<file path="config.mk">
export PLATFORM = sky130hd
export DESIGN_NAME = sacf_queue
export DESIGN_NICKNAME = d
export VERILOG_FILES = /design/src/rtl/sacf_pkg.sv /design/src/rtl/sacf_queue.sv
export SDC_FILE = /design/constraint.sdc
export NUM_CORES = 1
export LEC_CHECK = 0
export ABC_AREA = 1
export BUFFER_PORTS_ARGS = -buffer_cell sky130_fd_sc_hd__buf_2
export CELL_PAD_IN_SITES_DETAIL_PLACEMENT = 0
export CELL_PAD_IN_SITES_GLOBAL_PLACEMENT = 1
export CORE_MARGIN = 3
export CORE_UTILIZATION = 40
export CTS_BUF_LIST = sky130_fd_sc_hd__clkbuf_16
export DETAILED_ROUTE_END_ITERATION = 10
export GPL_TIMING_DRIVEN = 0
export HOLD_SLACK_MARGIN = 0.15
export PLACE_DENSITY_LB_ADDON = 0.15
export SYNTH_ARGS = -nofsm -noshare
export SYNTH_HDL_FRONTEND = slang
export SYNTH_SLANG_ARGS = --single-unit
</file>
<file path="constraint.sdc">
create_clock -name clk -period 3.9 [get_ports clk]
set_input_delay 0 -clock clk [delete_from_list [all_inputs] [get_ports clk]]
set_output_delay 0 -clock clk [all_outputs]
set_load 0.03 [all_outputs]
</file>
<file path="src/rtl/sacf_pkg.sv">
// Shared types and register codes for the set-associative FIFO tag store.
// No dependencies.
package sacf_pkg;

  localparam int ADDR_W    = 64;
  localparam int SET_W_MAX = 12;   // widest set index the store supports
  localparam int RAW_W     = 15;   // index field as cut from the address

  typedef enum logic [1:0] {
    CFG_BLOCK_OFFSET = 2'd0,
    CFG_SET_INDEX    = 2'd1,
    CFG_ALLOCATE     = 2'd2
  } cfg_idx_t;

  typedef struct packed {
    logic [3:0] block_offset_bits;
    logic [3:0] set_index_bits;
    logic       allocate_on_miss;
  } cfg_t;

  typedef struct packed {
    logic [ADDR_W-1:0]    address;
    logic [SET_W_MAX-1:0] set;
  } req_t;

endpackage

</file>
<file path="src/rtl/sacf_queue.sv">
// Two-entry queue between front and back ends.
// Depends on sacf_pkg.
module sacf_queue (
  input  logic           clk,
  input  logic           rst_n,
  input  logic           push_valid,
  output logic           push_ready,
  input  sacf_pkg::req_t push_data,
  output logic           pop_valid,
  input  logic           pop_ready,
  output sacf_pkg::req_t pop_data
);
  import sacf_pkg::*;

  req_t       mem_r [2];
  logic       wp_r, rp_r;
  logic [1:0] cnt_r;
  logic       do_push, do_pop;

  assign push_ready = (cnt_r != 2'd2);
  assign pop_valid  = (cnt_r != 2'd0);
  assign pop_data   = mem_r[rp_r];
  assign do_push    = push_valid && push_ready;
  assign do_pop     = pop_valid && pop_ready;

  always_ff @(posedge clk) begin
    if (!rst_n) begin
      wp_r  <= 1'b0;
      rp_r  <= 1'b0;
      cnt_r <= 2'd0;
    end else begin
      if (do_push) wp_r <= ~wp_r;
      if (do_pop)  rp_r <= ~rp_r;
      cnt_r <= cnt_r + {1'b0, do_push} - {1'b0, do_pop};
    end
  end

  always_ff @(posedge clk) begin
    if (do_push) mem_r[wp_r] <= push_data;
  end

endmodule

</file>
== Yosys cells after proc, flatten, opt, wreduce, memory -nomap -nowiden ==
Memories as Yosys holds them, arrays and structs flattened. A register that Yosys moved wholly into a read port is not among the register bits.
Index checks and enable logic that the tools add are counted.
Storage, ports and cells
  flip-flop bits (word level): 4
  RAM bits: 152
  input bits: 80
  memories: 1
Cells by class
  add/sub/neg operators: 2
  eq/ne operators: 1
  multiplexer cells: 4
  bitwise logic cells: 2
  reduce and logical (&&, ||, !) cells: 3
Memories
  mem_r: words 2, width 76, read ports 1, clocked after memory_dff 1, wr ports 1, RTL line sacf_queue.sv:15  | req_t mem_r [2];
Operators by type and width (number)
  1-bit 2-to-1 mux: 4
  2-bit by 1-bit adder with 2-bit output: 1
  1-bit logical AND: 2
  2-bit != test (second input constant): 1
  1-bit NOT: 2
  2-bit nonzero test: 1
  2-bit by 1-bit subtractor with 2-bit output: 1

== Depth between registers and ports, before layout ==
  depth in word-level cells: 4
  depth in mapped cells: 11

== Worst setup path after synthesis ==
No wires, ideal clock.
  path type: register to register
  start: register cnt_r[0]
  end: memory mem_r[0][0] (netlist bit), enable pin
  library setup time: 511 ps
  arrival: 3956 ps
  path slack: -567 ps
  stages on the path, launching flop included: 5
  period minus slack after synthesis: 4467 ps
  path through: dfxtp_1 inv_1 nand2_1 nand2_1 nor2_1
Between the ends
  word-level cells in the longest chain between the ends: 4
Ends and longest elaborated chain
  from (decl): RTL line sacf_queue.sv:17  | logic [1:0] cnt_r;
  from (signal assigned): RTL line sacf_queue.sv:34  | cnt_r <= cnt_r + {1'b0, do_push} - {1'b0, do_pop};
  2-bit != test: RTL line sacf_queue.sv:20  | assign push_ready = (cnt_r != 2'd2);
  via push_ready: RTL line sacf_queue.sv:7  | output logic push_ready,
  1-bit logical AND: RTL line sacf_queue.sv:23  | assign do_push = push_valid && push_ready;
  1-bit 2-to-1 mux: RTL line sacf_queue.sv:39  | if (do_push) mem_r[wp_r] <= push_data;
  1-bit 2-to-1 mux (not written as such): RTL line sacf_queue.sv:39
  to (decl): RTL line sacf_queue.sv:15
The timed path passes the listed nets, and every way through them passes these cells.

== Worst setup path in the final report ==
  start: register cnt_r[0]
  end: memory mem_r[0][42] (netlist bit), enable pin
Between the ends
  word-level cells in the longest chain between the ends: 4
Ends and longest elaborated chain (RTL line)
  2-bit != test: sacf_queue.sv:20
  1-bit logical AND: sacf_queue.sv:23
  1-bit 2-to-1 mux: sacf_queue.sv:39
  1-bit 2-to-1 mux (not written as such): sacf_queue.sv:39
Every way passes these cells.

==> impl_metrics.py <==
metrics = {
    "worst_setup_path": {
        "critPathMaxStageDelay_ns": 0.56,
        "start_kind": "flop",
        "crit_arrival_ns": 1.97,
        "crit_start": "cnt_r[0]",
        "endpoint_kind": "flop",
        "ff2ff_setup_slack_ns": 2.05,
        "r2r-start": "cnt_r[0]",
        "rr_worst_depth": 5,
        "path_class": "flop to flop",
        "cp_cell_sequence": "inv_1 > nand2_1 > nand2_1 > nor2_4 > buf_12",
        "worstPathMaxFanout": 30,
        "cp.required_ns": 4.01,
        "cpMostUsedCell": "nand2_1",
        "rr_endpoint": "mem_r[0][42]",
        "slowest_stage": "nor2_4",
    },
    "worst_hold_path": {
        "whs_endpoint": "mem_r[1][7]",
        "whs_path_depth": 2,
        "hp-class": "primary input to flop",
        "min_from": "push_data[7]",
    },
    "power": {
        "cellPowerDensity_nw_per_um2": 671,
        "p_leak_nw": 3.33,
        "max-vdd-ir-drop_v": 0.000374,
        "finalPower_w": 0.00565,
    },
    "sta": {
        "hold_ws_ns": 0.302,
        "finalMaxSlewViolations": 0,
        "clock_skew_ns": 0.00917,
        "worst_pin_slew_ns": 0.698,
        "post-route-period-util_pct": 47.6,
        "relSlewSlack_pct": 53.4,
        "finalCriticalPeriod_ns": 1.85,
        "setup_viol": 0,
        "timing.fmax_mhz": 539,
        "finalHoldViolations": 0,
        "rsz0062_at_grt": "no",
    },
    "floorplan": {
        "dieWidth_um": 127,
        "coreArea_um2": 14100,
        "initial_core_util_pct": 41.5,
        "io_pins": 158,
        "die-area_um2": 16200,
        "dieHeight_um": 127,
        "rows": 43,
    },
    "routing": {
        "wire_per_inst_um": 15.5,
        "vias_per_cell": 4.54,
        "drtAntennaViolNets": 0,
        "totalWireLength_mm": 11.2,
        "drc": 0,
        "drt_iter0_drc": 154,
        "detail_route.first_pass.iterations": 5,
        "vias": 3284,
    },
    "yosys": {
        "synth_ff_type": "edfxtp_1",
        "syn_area_um2": 5880,
        "ys_ff_latch": 157,
        "ys_seq_area_share_pct": 79.4,
        "async_flop_share_pct": 0,
        "synth.top_cell.area_share_pct": 77.7,
        "yosys_warnings": 0,
        "yosys.cell_types.count": 13,
        "synth-edff-count": 152,
        "synth_cells": 272,
        "synth.most_common_cell": "edfxtp_1",
        "synth_common_cells": "edfxtp_1 (152), mux2_4 (40), mux2_2 (36)",
        "netlist_top_cells_area": "edfxtp_1 (78%), mux2_4 (10%), mux2_2 (6.9%), dfxtp_1 (1.7%), buf_6 (0.77%)",
        "synth_top_area_cell": "edfxtp_1",
        "syn-num-nets": 354,
        "synth_area_per_cell_um2": 21.6,
    },
    "place": {
        "dpl-instance-area_um2": 6970,
        "port_buffers": 157,
        "gp_congestion": 0.705,
        "dp_hpwl_mm": 7.19,
    },
    "clock_tree": {
        "clkLatencyLatePin_ns": 0.42,
        "postCtsSetupBuffers": 0,
        "cts_tree": "yes",
        "clk_pin_slew_ns": 0.06,
        "clock-sinks": 157,
        "clk_path_buf_depth": 2,
        "htreeDepth": 4,
        "cts_buffers": 17,
        "cts-root-buf": "clkbuf_16",
    },
    "finish": {
        "nets": 612,
        "drive_gt1_share_pct": 50.8,
        "fin_area_um2": 8430,
        "syn_to_final_growth_pct": 43.3,
        "num_antenna_cells": 0,
    },
    "grt": {
        "grt_max_degree": 44,
        "antenna_found_initial": 0,
        "groute.usage.overall_pct": 14.2,
        "grt_pass1_vias": 3564,
        "grt_overflow_total": 0,
        "grt_pass1_wl_mm": 17.3,
    },
    "flow_run": {
        "drv_cap": 0,
    },
    "outcome": {
        "outcome": "finished clean",
    },
}
[cell usage in the layout (no fill, tap or decap), types with 5 or more instances in the layout]
master	n
mux2_2	36
nor2_1	7
edfxtp_1	152
dfxtp_1	5
bufinv_16	6
dlygate4sd3_1	79
clkbuf_16	17
nand2_1	9
buf_2	160
mux2_4	40
inv_1	8
[worst max-delay path by stage]
stage,end,slack [ns],cells after the start
2_1_floorplan,mem_r[0][0],0.70,4
3_3_place_gp,mem_r[0][0],-0.40,4
3_5_place_dp,mem_r[0][52],2.01,5
4_1_cts,mem_r[0][50],2.02,5
5_1_grt,mem_r[0][48],1.87,5
6_report,mem_r[0][42],2.05,5
[sequential cells by signal, summed over array words and instances (netlist names), named ones only]
register / count
cnt_r: 2
mem_r: 152
rp_r: 1
wp_r: 1
[worst max-delay path: cells and delay by family, from the launching register on]
kind | cells | cell delay [ns]
buf+inv | 2 | 0.35
flops | 1 | 0.35
simple gates | 3 | 0.82
[repair_timing]
item                      CTS  global route
hold buffers               79             0
resized for setup           0             0
hold endpoints to repair  157             0
[power by group]
group | switching [W] | total [W] | internal (W)
clock | 0.000633 | 0.00183 | 0.00120
sequential | 0.0000601 | 0.00219 | 0.00213
combinational | 0.000987 | 0.00162 | 0.000637
[final cells by class]
type | instances | area [µm²]
multi-input combinational | 100 | 1130
sequential | 157 | 4660
timing repair buffer | 239 | 1640
buffer | 8 | 67.6
tap | 180 | 225
clock inverter | 15 | 243
inverter | 7 | 28.8
clock buffer | 17 | 425
fill | 1088 | 5720
[stage by stage]
step | setup slack (ns) | instances | utilization (%) | TNS (ns)
2_1_floorplan | 0.697 | 272 | - | 0
3_3_place_gp | -0.403 | 609 | 48.7 | -30.29
6_report | 2.05 | 723 | 59.5 | 0
4_1_cts | 2.02 | 723 | 59.5 | 0
3_5_place_dp | 2.01 | 612 | 49.2 | 0
5_1_grt | 1.87 | 723 | 59.5 | 0
[layer usage]
layer / vias up / GRT usage (%) / part of all wire, %
met5: - / 0 / 0
met3: 21 / 5.48 / 7.0
met4: 0 / 5.99 / 2.3
met2: 121 / 23.8 / 50
li1: 1583 / - / -
met1: 1559 / 16.3 / 41
[cells by family after synthesis]
group | after synthesis | synth area share, %
simple gates | 20 | 1.34
buf+inv | 15 | 1.60
compound gates | 2 | 0.170
flops | 157 | 79.4
mux | 76 | 17.1
fa+ha+maj | 2 | 0.426
Note: power is estimated with default switching activity, not from simulation.
