`src/rtl/sacf_pkg.sv`:
```
// Shared types and register codes for the set-associative FIFO tag store.
// No dependencies.
package sacf_pkg;

  localparam int ADDR_W    = 64;
  localparam int SET_W_MAX = 12;   // widest set index the store supports
  localparam int RAW_W     = 15;   // index field as cut from the address

  typedef enum logic [1:0] {
    CFG_BLOCK_OFFSET = 2'd0,
    CFG_SET_INDEX    = 2'd1,
    CFG_ALLOCATE     = 2'd2
  } cfg_idx_t;

  typedef struct packed {
    logic [3:0] block_offset_bits;
    logic [3:0] set_index_bits;
    logic       allocate_on_miss;
  } cfg_t;

  typedef struct packed {
    logic [ADDR_W-1:0]    address;
    logic [SET_W_MAX-1:0] set;
  } req_t;

endpackage

```
`src/rtl/sacf_if.sv`:
```
// Channel interfaces of the tag store: lookup, result and register write.
// No dependencies.
interface sacf_in_if;
  logic        valid;
  logic        ready;
  logic [63:0] address;
  modport source (output valid, output address, input ready);
  modport sink   (input valid, input address, output ready);
endinterface


interface sacf_cfg_if;
  logic       valid;
  logic       ready;
  logic [1:0] index;
  logic [3:0] data;
  modport source (output valid, output index, output data, input ready);
  modport sink   (input valid, input index, input data, output ready);
endinterface

```
`src/rtl/sacf_front.sv`:
```
// Front end: config registers, address intake and set index reduction.
// Depends on sacf_pkg and sacf_if.
module sacf_front #(
  parameter int SETS = 256
) (
  input  logic           clk,
  input  logic           rst_n,
  input  logic           store_ready,
  sacf_in_if.sink        in_if,
  sacf_cfg_if.sink       cfg_if,
  output sacf_pkg::cfg_t cfg,
  output logic           push_valid,
  input  logic           push_ready,
  output sacf_pkg::req_t push_data
);
  import sacf_pkg::*;

  // quotient estimate by reciprocal multiply, low by at most one
  localparam int                 QSH     = 27;
  localparam logic [QSH:0]       RECIP   = (QSH+1)'((1 << QSH) / SETS);
  localparam logic [RAW_W-1:0]   SETS_RW = RAW_W'(SETS);

  typedef enum logic [3:0] {
    F_IDLE = 4'b0001,
    F_QUO  = 4'b0010,
    F_RED  = 4'b0100,
    F_PUSH = 4'b1000
  } fstate_t;

  fstate_t             st_r, st_nxt;
  cfg_t                cfg_r;
  logic [ADDR_W-1:0]   addr_r;
  logic [RAW_W-1:0]    rem_r, rem_nxt;
  logic [RAW_W-1:0]    quo_r, quo_nxt;
  logic [ADDR_W-1:0]   shifted;
  logic [15:0]         idx_mask;
  logic [RAW_W-1:0]    raw;
  logic [RAW_W+QSH:0]  quo_prod;
  logic [2*RAW_W-1:0]  qs_full;
  logic [RAW_W-1:0]    diff;

  assign cfg          = cfg_r;
  assign cfg_if.ready = 1'b1;
  assign in_if.ready  = (st_r == F_IDLE) && store_ready;
  assign push_valid   = (st_r == F_PUSH);
  assign push_data    = '{address: addr_r, set: rem_r[SET_W_MAX-1:0]};

  assign shifted  = in_if.address >> cfg_r.block_offset_bits;
  assign idx_mask = (16'h1 << cfg_r.set_index_bits) - 16'h1;
  assign raw      = shifted[RAW_W-1:0] & idx_mask[RAW_W-1:0];

  assign quo_prod = {{(QSH+1){1'b0}}, rem_r} * {{RAW_W{1'b0}}, RECIP};
  assign qs_full  = {{RAW_W{1'b0}}, quo_r} * {{RAW_W{1'b0}}, SETS_RW};
  assign diff     = rem_r - qs_full[RAW_W-1:0];

  always_comb begin
    st_nxt  = st_r;
    rem_nxt = rem_r;
    quo_nxt = quo_r;
    unique case (st_r)
      F_IDLE: begin
        if (in_if.valid && in_if.ready) begin
          rem_nxt = raw;
          st_nxt  = F_QUO;
        end
      end
      F_QUO: begin
        quo_nxt = quo_prod[RAW_W+QSH-1:QSH];
        st_nxt  = F_RED;
      end
      F_RED: begin
        // remainder modulo SETS, one correction for the low estimate
        rem_nxt = (diff >= SETS_RW) ? diff - SETS_RW : diff;
        st_nxt  = F_PUSH;
      end
      F_PUSH: begin
        if (push_ready) st_nxt = F_IDLE;
      end
      default: st_nxt = F_IDLE;
    endcase
  end

  always_ff @(posedge clk) begin
    if (!rst_n) begin
      st_r  <= F_IDLE;
      cfg_r <= '{block_offset_bits: 4'd6, set_index_bits: 4'd6, allocate_on_miss: 1'b1};
    end else begin
      st_r <= st_nxt;
      if (cfg_if.valid) begin
        case (cfg_if.index)
          CFG_BLOCK_OFFSET: cfg_r.block_offset_bits <= cfg_if.data;
          CFG_SET_INDEX:    cfg_r.set_index_bits    <= cfg_if.data;
          CFG_ALLOCATE:     cfg_r.allocate_on_miss  <= cfg_if.data[0];
          default: ;
        endcase
      end
    end
  end

  always_ff @(posedge clk) begin
    rem_r <= rem_nxt;
    quo_r <= quo_nxt;
    if (in_if.valid && in_if.ready) addr_r <= in_if.address;
  end

endmodule

```
`src/flat_wrapper.sv`:
```
// flat-port wrapper written by rule: the top's interface ports become plain ports
module sacf_front_flat import sacf_pkg::*;
#(
  parameter int SETS = 256
)
  (clk, rst_n, store_ready, cfg, push_valid, push_ready, push_data, in_if_valid, in_if_address, in_if_ready, cfg_if_valid, cfg_if_index, cfg_if_data, cfg_if_ready);
  sacf_in_if in_if_i ();
  sacf_cfg_if cfg_if_i ();
  input  logic clk;
  input  logic rst_n;
  input  logic store_ready;
  output sacf_pkg::cfg_t cfg;
  output logic push_valid;
  input  logic push_ready;
  output sacf_pkg::req_t push_data;
  input wire logic [$bits(in_if_i.valid)-1:0] in_if_valid;
  input wire logic [$bits(in_if_i.address)-1:0] in_if_address;
  output wire logic [$bits(in_if_i.ready)-1:0] in_if_ready;
  input wire logic [$bits(cfg_if_i.valid)-1:0] cfg_if_valid;
  input wire logic [$bits(cfg_if_i.index)-1:0] cfg_if_index;
  input wire logic [$bits(cfg_if_i.data)-1:0] cfg_if_data;
  output wire logic [$bits(cfg_if_i.ready)-1:0] cfg_if_ready;
  assign in_if_i.valid = in_if_valid;
  assign in_if_i.address = in_if_address;
  assign in_if_ready = in_if_i.ready;
  assign cfg_if_i.valid = cfg_if_valid;
  assign cfg_if_i.index = cfg_if_index;
  assign cfg_if_i.data = cfg_if_data;
  assign cfg_if_ready = cfg_if_i.ready;
  sacf_front #(.SETS(SETS)) u_core (.clk(clk), .rst_n(rst_n), .store_ready(store_ready), .in_if(in_if_i), .cfg_if(cfg_if_i), .cfg(cfg), .push_valid(push_valid), .push_ready(push_ready), .push_data(push_data));
endmodule
```
`config.mk`:
```
export PLATFORM = sky130hd
export DESIGN_NAME = sacf_front_flat
export DESIGN_NICKNAME = d
export VERILOG_FILES = /design/src/rtl/sacf_pkg.sv /design/src/rtl/sacf_if.sv /design/src/rtl/sacf_front.sv /design/src/flat_wrapper.sv
export SDC_FILE = /design/constraint.sdc
export NUM_CORES = 1
export LEC_CHECK = 0
export BUFFER_PORTS_ARGS = -buffer_cell sky130_fd_sc_hd__clkbuf_2
export CORE_MARGIN = 2
export CORE_UTILIZATION = 50
export CTS_BUF_LIST = sky130_fd_sc_hd__clkbuf_8
export CTS_CLUSTER_SIZE = 25
export DETAILED_ROUTE_END_ITERATION = 12
export PLACE_DENSITY_LB_ADDON = 0.08
export RECOVER_POWER = 50
export SYNTH_ARGS = -nofsm -noshare
export SYNTH_HDL_FRONTEND = slang
export SYNTH_SLANG_ARGS = --single-unit
```
`constraint.sdc`:
```
create_clock -name clk -period 3.5 [get_ports clk]
set_input_delay 0.175 -clock clk [delete_from_list [all_inputs] [get_ports clk]]
set_output_delay 0.175 -clock clk [all_outputs]
set_load 0.02 [all_outputs]
```
* Word-level counts from Yosys, hierarchy flattened
Index checks and enable logic that the tools add are counted. W data, S select, Z words.
Storage, ports and cells: flip-flop bits (word level) 99, latch bits 0, bits in writable memories 0, bits in read-only memories 0, bits of input ports 76, output and inout port bits 88, logic and storage cells 37, memories 0
Cells by class: add/sub/neg operators 3, $mul 0, divide/modulo/power cells 0, order comparisons 1, equality and inequality tests 8, shifts and indexed selects 2, muxes and demuxes 6, bitwise operators 1, reduce and logical (&&, ||, !) cells 9
Operator list (number):
- $shr A64 B4 Y15 | 1
- $mux W15 | 2
- $pmux W15 S2 | 1
- $pmux W4 S4 | 1
- $and A15 B15 Y15 | 1
- $ge A15 B9 Y1 const B | 1
- $shl A1 B4 Y15 const A | 1
- $sub A15 B1 Y15 const B | 1
- $sub A15 B15 Y15 | 1
- $sub A15 B9 Y15 const B | 1
- $reduce_and A2 Y1 | 5
- $mux W4 | 2
- $eq A4 B1 Y1 const B | 1
- $eq A4 B2 Y1 const B | 1
- $eq A4 B3 Y1 const B | 1
- $eq A4 B4 Y1 const B | 1
- $eq A2 B1 Y1 const B | 1
- $eq A2 B2 Y1 const B | 1
- $logic_and A1 B1 Y1 | 2
- $logic_not A2 Y1 | 1
- $ne A2 B1 Y1 const B | 1
- $ne A2 B2 Y1 const B | 1
- $reduce_bool A2 Y1 | 1

* Depth between registers and ports, before layout
Gate-level depths: netlist (run 1).
depth after elaboration 5, gate-level depth with buffers 12, mapped depth without buffers 12

* Worst setup path after synthesis (run 1)
No wires, ideal clock.
kind register to register, start point register u_core.st_r[3], end point register u_core.addr_r[0] (enable), library setup time 0.419 ns, arrival time 2.461 ns, data required time 3.081 ns, path slack 0.620 ns, cell stages (with the launch flop) 5, path buffers 0, clock period less this slack 2.880 ns, cells stage by stage dfxtp_1 nor4b_1 and2_1 nand2_1 inv_1
On the way: word-level cells in the longest chain between the ends 3
Ends and longest elaborated chain:
- start, declared | RTL line sacf_front.sv:30 | fstate_t st_r, st_nxt;
- start signal, assigned | RTL line sacf_front.sv:88 | st_r <= st_nxt;
- $eq A4 B1 Y1 | RTL line sacf_front.sv:44 | assign in_if.ready = (st_r == F_IDLE) && store_ready;
- $logic_and A1 B1 Y1 | RTL line sacf_front.sv:44
- via in_if_ready | RTL line flat_wrapper.sv:18 | output wire logic [$bits(in_if_i.ready)-1:0] in_if_ready;
- $logic_and A1 B1 Y1 | RTL line sacf_front.sv:103 | if (in_if.valid && in_if.ready) addr_r <= in_if.address;
- end signal, assigned | RTL line sacf_front.sv:103
- end, declared | RTL line sacf_front.sv:32 | logic [ADDR_W-1:0] addr_r;
The timed path passes the listed nets, and every way through them passes these cells. A chain may end at the register's enable or synchronous reset.

* Worst setup path after layout (run 1)
start point register u_core.rem_r[8], end point register u_core.rem_r[10] (data pin)
On the way: word-level cells in the longest chain between the ends 4, elaborated cells on any way between the ends 5, classes of those cells add/sub (2); order compare (1); mux (2)
Ends and longest elaborated chain:
- start, declared | RTL line sacf_front.sv:33 | logic [RAW_W-1:0] rem_r, rem_nxt;
- start signal, assigned | RTL line sacf_front.sv:101 | rem_r <= rem_nxt;
- $sub A15 B15 Y15 (*) | RTL line sacf_front.sv:54 | assign diff = rem_r - qs_full[RAW_W-1:0];
- $sub A15 B9 Y15 / $ge A15 B9 Y1 (equally long branches) | RTL line sacf_front.sv:73 | rem_nxt = (diff >= SETS_RW) ? diff - SETS_RW : diff;
- $mux W15 (*) | RTL line sacf_front.sv:73
- $pmux W15 S2 (*) | RTL line sacf_front.sv:60 | unique case (st_r)
- via u_core.rem_nxt[10] | RTL line sacf_front.sv:33
The timed path passes the listed nets; every way through them passes the cells marked *.

==> metrics.txt, run 1 <==
GPL Wtd Cong=0.852; sequential cell area=0.00284 sq mm; number of iterations in the first detailed-routing pass=4; primary flip-flop cell chosen by synthesis mapping=sky130_fd_sc_hd__edfxtp_1; share of the synthesized area in the top cell type=0.506; result of the run=finished clean; clock net sink count=99; Worst-path clk slew=0.10 ns; dominant cell type by area after synthesis=sky130_fd_sc_hd__edfxtp_1; antenna diode count=0; summed area of non-filler cells in the final layout=0.00638 sq mm; root buffer cell=sky130_fd_sc_hd__clkbuf_8; type of element launching the critical path=flop; Layout Nets=638; Starting Density=0.519; clk_lat worst skew=0.37 ns; register-to-register path setup slack=0.56 ns; max-capacitance violation count=0; Final period util=0.840; number of unique standard cell types used by synthesis=57; data arrival time of the worst path=3.06 ns; post-detailed-routing wire length=11,800 um; area of the mapped netlist=0.00510 sq mm; critical path endpoint category=flop; number of cells on the worst reg-to-reg path=12; detail-routed net length per standard cell=17.1 um; portion of the post-synthesis area used by sequential elements=0.557; proportion of layout cells with a drive suffix above 1=0.242; Post-synth top cells=86 x sky130_fd_sc_hd__edfxtp_1, 25 x sky130_fd_sc_hd__mux4_2, 23 x sky130_fd_sc_hd__mux2i_1; count of unresolved DRC violations after routing=0; worst relative slew slack=0.463; Final setup violation count=0; share of synthesized flip-flops with an asynchronous set or reset=0; DP Wirelength=8520 um; power density of the placed cells=495 mW/mm^2; Pins Over Slew Limit=0; most used standard cell by instance count after synthesis=sky130_fd_sc_hd__edfxtp_1; Least-Margin Pin Slew=0.804 ns; Syn Nets=455; layout overhead on the synthesized area=25.1%; mean number of vias per cell=5.43; setup ws final=0.560 ns; site row count=36; final-layout setup total negative slack=0 ns; number of antenna violations at the first check in global routing=0; number of flops mapped to enable cells by yosys=86; count of buffers from port buffering=162; highest net fanout along the worst path=6; pin count of the biggest net entering global routing=46; die height=105 um; synthesized area divided by synthesized cell count=13.8 sq um; post-layout minimum cycle time=2.94 ns; global-route wire length before repair=18,500 um; worst hold path cell count=1; number of cells produced by synthesis=369; clock buffer count from CTS=9; Crit Path Category=reg2reg; class of the worst hold path=in2reg; via total after detailed routing=3,745; total global routing overflow=0; multi-input logic area=0.00199 sq mm; horizontal extent of the die=105 um; depth of the CTS H-tree=3; fill cell total of the finished layout=798; synthesis-stage register bit count=99; maximum ir drop on the vdd rail=0.000366 V; clock tree from TritonCTS=yes; final number of hold-violating endpoints=0; drt initial violations=216; area of placed instances=0.00595 sq mm; maximum clock insertion buffer count=2; end-of-flow core utilization=0.650; number of ports placed on the die boundary=164; minimum setup slack after placement=0.598 ns; Achievable Freq=340 MHz; count of yosys warnings during synthesis=0; quantity of gates resized following cts=0; floorplan core area=0.00982 sq mm; number of global-route vias before repair=3,600; final antenna-violating net count=0; leakage power figure=0.00245 uW; floorplan die area=0.0110 sq mm; aggregate global-route resource usage=0.215; final hold slack=0.0332 ns; RSZ-0062 raised after global routing=no; endpoint required time on the critical path=3.62 ns; main area contributors after synthesis=sky130_fd_sc_hd__edfxtp_1 51%, sky130_fd_sc_hd__mux4_2 11%, sky130_fd_sc_hd__dfxtp_1 5.1%; clock skew=0.0139 ns
-- path summary, 6_finish.rpt --
kind,endpoint,from
max reg2reg,u_core.rem_r[10],u_core.rem_r[8]
min,u_core.addr_r[29],in_if_address[29]
min reg2reg,u_core.quo_r[4],u_core.rem_r[12]
max,u_core.rem_r[10],u_core.rem_r[8]
-- final cells by class --
type / count / share of cell area
well taps: 133 / 0.0261
clock inverters: 7 / 0.0106
flip-flops and latches: 99 / 0.446
repair buffers: 205 / 0.176
multi-input cells: 221 / 0.313
inverters: 16 / 0.00941
clock buffers: 9 / 0.0194
-- kinds of logic after synthesis --
family          after synthesis  synth area share
flops                        99             0.557
simple gates                 81            0.0898
compound gates               71            0.0989
mux                          51             0.162
buf+inv                      49            0.0515
fa+ha+maj                    10            0.0260
xor+xnor                      7            0.0135
other cells                   1          0.000735
-- layout by cell type, fill, tap and decap left out, types with 4 or more instances in the layout --
cell	Yosys	layout
sky130_fd_sc_hd__clkbuf_1	9	87
sky130_fd_sc_hd__edfxtp_1	86	86
sky130_fd_sc_hd__clkbuf_2	0	75
sky130_fd_sc_hd__dlygate4sd3_1	0	35
sky130_fd_sc_hd__mux4_2	25	25
sky130_fd_sc_hd__mux2i_1	23	23
sky130_fd_sc_hd__nand2_1	20	20
sky130_fd_sc_hd__a21oi_1	16	16
sky130_fd_sc_hd__inv_1	15	15
sky130_fd_sc_hd__dfxtp_1	13	13
sky130_fd_sc_hd__nor2_1	11	11
sky130_fd_sc_hd__a211oi_1	11	11
sky130_fd_sc_hd__nor2b_1	10	10
sky130_fd_sc_hd__ha_1	9	9
sky130_fd_sc_hd__clkbuf_8	0	9
sky130_fd_sc_hd__o21ai_0	8	8
sky130_fd_sc_hd__nor4b_1	7	7
sky130_fd_sc_hd__buf_4	17	7
sky130_fd_sc_hd__o31ai_1	5	5
sky130_fd_sc_hd__nor3_1	4	4
sky130_fd_sc_hd__o311ai_0	4	4
sky130_fd_sc_hd__nand3_1	4	4
-- per-stage QoR --
stage	cells	power, uW
after global placement	639	2440
final	690	3160
after CTS	689	3210
after global routing	690	3310
after floorplan	369	2190
after detailed placement	639	2460
-- per-layer routing --
| layer | routed length (um) | global-route usage | part of all wire |
|---|---|---|---|
| met1 | 5370 | 0.289 | 0.45 |
| met2 | 5510 | 0.348 | 0.47 |
| met3 | 796 | 0.0524 | 0.067 |
| met4 | 140 | 0.0619 | 0.012 |
| met5 | 0 | 0 | 0 |
-- registers in the layout (all words and copies together) (netlist names) --
| name | cells |
|---|---|
| u_core.quo_r | 7 |
| u_core.addr_r | 64 |
| u_core.rem_r | 15 |
| u_core.st_r | 4 |
| u_core.cfg | 9 |
-- power breakdown --
group          switching (uW)  total, uW  internal [uW]  leakage (uW)
clock                     393        723            330     0.0000989
sequential               76.9       1570           1490      0.000903
combinational             560        865            305       0.00145
-- worst max-delay path, cell delays in order, from the launching register on --
cell	delay (ns)
sky130_fd_sc_hd__edfxtp_1	0.42
sky130_fd_sc_hd__inv_1	0.08
sky130_fd_sc_hd__ha_1	0.16
sky130_fd_sc_hd__inv_1	0.05
sky130_fd_sc_hd__fa_1	0.47
sky130_fd_sc_hd__inv_1	0.10
sky130_fd_sc_hd__ha_1	0.20
sky130_fd_sc_hd__nor4b_1	0.14
sky130_fd_sc_hd__nand4_1	0.11
sky130_fd_sc_hd__nand2_1	0.07
sky130_fd_sc_hd__or4_4	0.55
sky130_fd_sc_hd__o2111ai_1	0.21
sky130_fd_sc_hd__o311ai_1	0.12
-- repair_timing --
item                      in CTS  in global routing
setup buffers                  0                  0
hold buffers                  34                  1
hold endpoints to repair      34                  1
No activity file was read; power rests on OpenSTA's default activity.
==> run 2, diff against run 1 <==
CORE_UTILIZATION = 48   (was 50)
clock period = 2.69 ns   (was 3.5 ns; I/O delays follow)
==> run 2 against run 1 <==
Against the previous run: clock power increased by 15%; final cell count rose by 5.8%; worst setup slack got worse by 0.55 ns; global-route usage down 0.35 points; die area is 4.0% higher; critical endpoint is now u_core.rem_r[11]; largest power group unchanged.
==> metrics.txt, run 2 (synthesized netlist as in run 1, its figures left out) <==
maximum clock insertion buffer count=2 (unchanged); Layout Nets=675 (was 638); endpoint of the worst-slack reg-to-reg timing path=u_core.rem_r[11] (was u_core.rem_r[10]); Sw Ratio=0.332 (was 0.326); Final period util=0.997 (was 0.840); Post-CTS Repair Setup Buffers=0 (unchanged); Power, Total=4090 uW (was 3160 uW); cells along the critical path=inv_1, ha_2, inv_2, fa_1, inv_2, ha_2, nor4b_4, nand4_1, nand2_1, or4_4, nor2_4, o41ai_2 (was inv_1, ha_1, inv_1, fa_1, inv_1, ha_1, nor4b_1, nand4_1, nand2_1, or4_4, o2111ai_1, o311ai_1); most frequent cells in the layout=89 x sky130_fd_sc_hd__clkbuf_1, 86 x sky130_fd_sc_hd__edfxtp_1, 76 x sky130_fd_sc_hd__clkbuf_2, 60 x sky130_fd_sc_hd__dlygate4sd3_1, 25 x sky130_fd_sc_hd__mux4_2 (was 87 x sky130_fd_sc_hd__clkbuf_1, 86 x sky130_fd_sc_hd__edfxtp_1, 75 x sky130_fd_sc_hd__clkbuf_2, 35 x sky130_fd_sc_hd__dlygate4sd3_1, 25 x sky130_fd_sc_hd__mux4_2); final number of hold-violating endpoints=0 (unchanged); count of buffers from port buffering=162 (unchanged); max-capacitance violation count=0 (unchanged); number of antenna violations at the first check in global routing=0 (unchanged); class of the worst hold path=in2reg (unchanged); Gate power share=0.299 (was 0.274); Worst-path clk slew=0.10 ns (about the same); Sequential Power Share=0.498 (was 0.497); worst setup path startpoint=u_core.rem_r[8] (unchanged); total internal power=2730 uW (was 2130 uW); peak per-stage delay on the critical path=0.49 ns (was 0.55 ns); number of buffers and inverters on the critical path=3 (unchanged); depth of the CTS H-tree=3 (unchanged); result of the run=finished clean (unchanged); endpoint required time on the critical path=2.81 ns (was 3.62 ns); worst relative slew slack=0.421 (was 0.463); root buffer cell=sky130_fd_sc_hd__clkbuf_8 (unchanged); detail-routed net length per standard cell=16.5 um (was 17.1 um); global-route wire length before repair=18,800 um (was 18,500 um); post-detailed-routing wire length=12,100 um (was 11,800 um); clock tree from TritonCTS=yes (unchanged); via total after detailed routing=3,940 (was 3,745); max reg flops=64 (unchanged); count of unresolved DRC violations after routing=0 (unchanged); proportion of layout cells with a drive suffix above 1=0.256 (was 0.242); pin count of the biggest net entering global routing=58 (was 46); horizontal extent of the die=107 um (was 105 um); mean number of vias per cell=5.40 (was 5.43); critical path endpoint category=flop (unchanged); switching power summed over all nets=1360 uW (was 1030 uW); slowest cell on the critical path=sky130_fd_sc_hd__fa_1 (was sky130_fd_sc_hd__or4_4); drt initial violations=203 (was 216); aggregate global-route resource usage=0.211 (was 0.215); DP Wirelength=8520 um (about the same); data arrival time of the worst path=2.80 ns (was 3.06 ns); number of global-route vias before repair=3,831 (was 3,600); Pins Over Slew Limit=0 (unchanged); Starting Density=0.494 (was 0.519); Worst Setup EP=u_core.rem_r[11] (was u_core.rem_r[10]); worst hold path cell count=3 (was 1); Crit Reg-Reg Startpoint=u_core.rem_r[8] (unchanged); number of cells on the worst reg-to-reg path=12 (unchanged); most frequent standard cell in the layout excluding fill and tap cells=sky130_fd_sc_hd__clkbuf_1 (unchanged); final-layout setup total negative slack=0 ns (unchanged); Achievable Freq=373 MHz (was 340 MHz); clock buffer count from CTS=9 (unchanged); antenna diode count=0 (unchanged); floorplan core area=0.0103 sq mm (was 0.00982 sq mm); total global routing overflow=0 (unchanged); GPL Wtd Cong=0.836 (was 0.852); Final setup violation count=0 (unchanged); type of element launching the critical path=flop (unchanged); clock net sink count=99 (unchanged); leakage power figure=0.00260 uW (was 0.00245 uW); Most flops, register=u_core.addr_r (unchanged); clock skew=0.0117 ns (was 0.0139 ns); register-to-register path setup slack=0.008 ns (was 0.56 ns); site row count=37 (was 36); Crit Path Category=reg2reg (unchanged); floorplan die area=0.0115 sq mm (was 0.0110 sq mm); share of power burned in the clock network=0.203 (was 0.229); Least-Margin Pin Slew=0.867 ns (was 0.804 ns); number of ports placed on the die boundary=164 (unchanged); maximum ir drop on the vdd rail=0.000591 V (was 0.000366 V); highest net fanout along the worst path=6 (unchanged); instance count on the critical path=12 (unchanged); post-layout minimum cycle time=2.68 ns (was 2.94 ns); RSZ-0062 raised after global routing=yes (was no); die height=107 um (was 105 um); clk_lat worst skew=0.37 ns (about the same); end-of-flow core utilization=0.654 (was 0.650); layout overhead on the synthesized area=32.3% (was 25.1%); number of iterations in the first detailed-routing pass=4 (unchanged); kind of cell with the highest combined delay on the critical path=simple AND/OR/NAND/NOR gates (unchanged); power density of the placed cells=606 mW/mm^2 (was 495 mW/mm^2); final antenna-violating net count=0 (unchanged)
[run 2: worst min-delay path by stage]
stage                              to         startpoint  slack, ns
floorplan            u_core.addr_r[0]   in_if_address[0]       0.23
global placement    u_core.addr_r[37]  in_if_address[37]       0.31
detailed placement  u_core.addr_r[39]  in_if_address[39]       0.31
CTS                 u_core.addr_r[21]  in_if_address[21]    0.00005
global route        u_core.addr_r[14]  in_if_address[14]       0.07
finish                  u_core.cfg[4]     cfg_if_data[3]       0.06
[run 2: worst register-to-register path, stage by stage, from the launching register on]
cell and delay, ns:
sky130_fd_sc_hd__edfxtp_1 0.39, sky130_fd_sc_hd__inv_1 0.08, sky130_fd_sc_hd__ha_2 0.18, sky130_fd_sc_hd__inv_2 0.04
sky130_fd_sc_hd__fa_1 0.49, sky130_fd_sc_hd__inv_2 0.05, sky130_fd_sc_hd__ha_2 0.16, sky130_fd_sc_hd__nor4b_4 0.12
sky130_fd_sc_hd__nand4_1 0.10, sky130_fd_sc_hd__nand2_1 0.08, sky130_fd_sc_hd__or4_4 0.45, sky130_fd_sc_hd__nor2_4 0.20
sky130_fd_sc_hd__o41ai_2 0.10
[run 2: through the flow]
stage / hold WS, ns / cell area (sq um) / cells / setup slack (ns)
final: 0.0571 / 6750 / 730 / 0.00843
after global routing: 0.0700 / 6750 / 730 / -0.141
after global placement: 0.311 / 6060 / 654 / -0.0211
after floorplan: 0.233 / 5110 / 369 / 0.00398
after detailed placement: 0.313 / 6060 / 654 / -0.104
after CTS: 0.0000475 / 6820 / 729 / 0.00939
[run 2: routing by layer]
| layer | global-route usage | up-vias | wire length [um] | share of wire |
|---|---|---|---|---|
| met5 | 0 | - | 0 | 0 |
| met2 | 0.337 | 149 | 5640 | 0.47 |
| met3 | 0.0383 | 19 | 755 | 0.063 |
| met1 | 0.287 | 1897 | 5440 | 0.45 |
| met4 | 0.0853 | 0 | 241 | 0.020 |
| li1 | - | 1875 | - | - |
[run 2: repair_timing]
| item | in CTS | in global routing |
|---|---|---|
| pin swaps | 1 | 2 |
| hold endpoints to repair | 60 | 1 |
| endpoints found under the setup margin | 7 | 7 |
| hold buffers | 59 | 1 |
| resized for setup | 1 | 11 |
[run 2: area by class of cell]
cell class,count,area (sq um)
fill,844,3580
inverter,16,63.8
clock inverter,7,37.5
tap,136,170
clock buffer,9,124
sequential,99,2840
timing repair buffer,242,1460
multi-input combinational,221,2050
[run 2: power by group through the flow]
stage          clock [uW]  combinational (uW)  sequential (uW)
3_3_place_gp            0                1150             2060
2_1_floorplan           0                 597             2250
3_5_place_dp            0                1170             2070
5_1_grt               913                1330             2060
6_report              830                1220             2040
4_1_cts               848                1240             2030
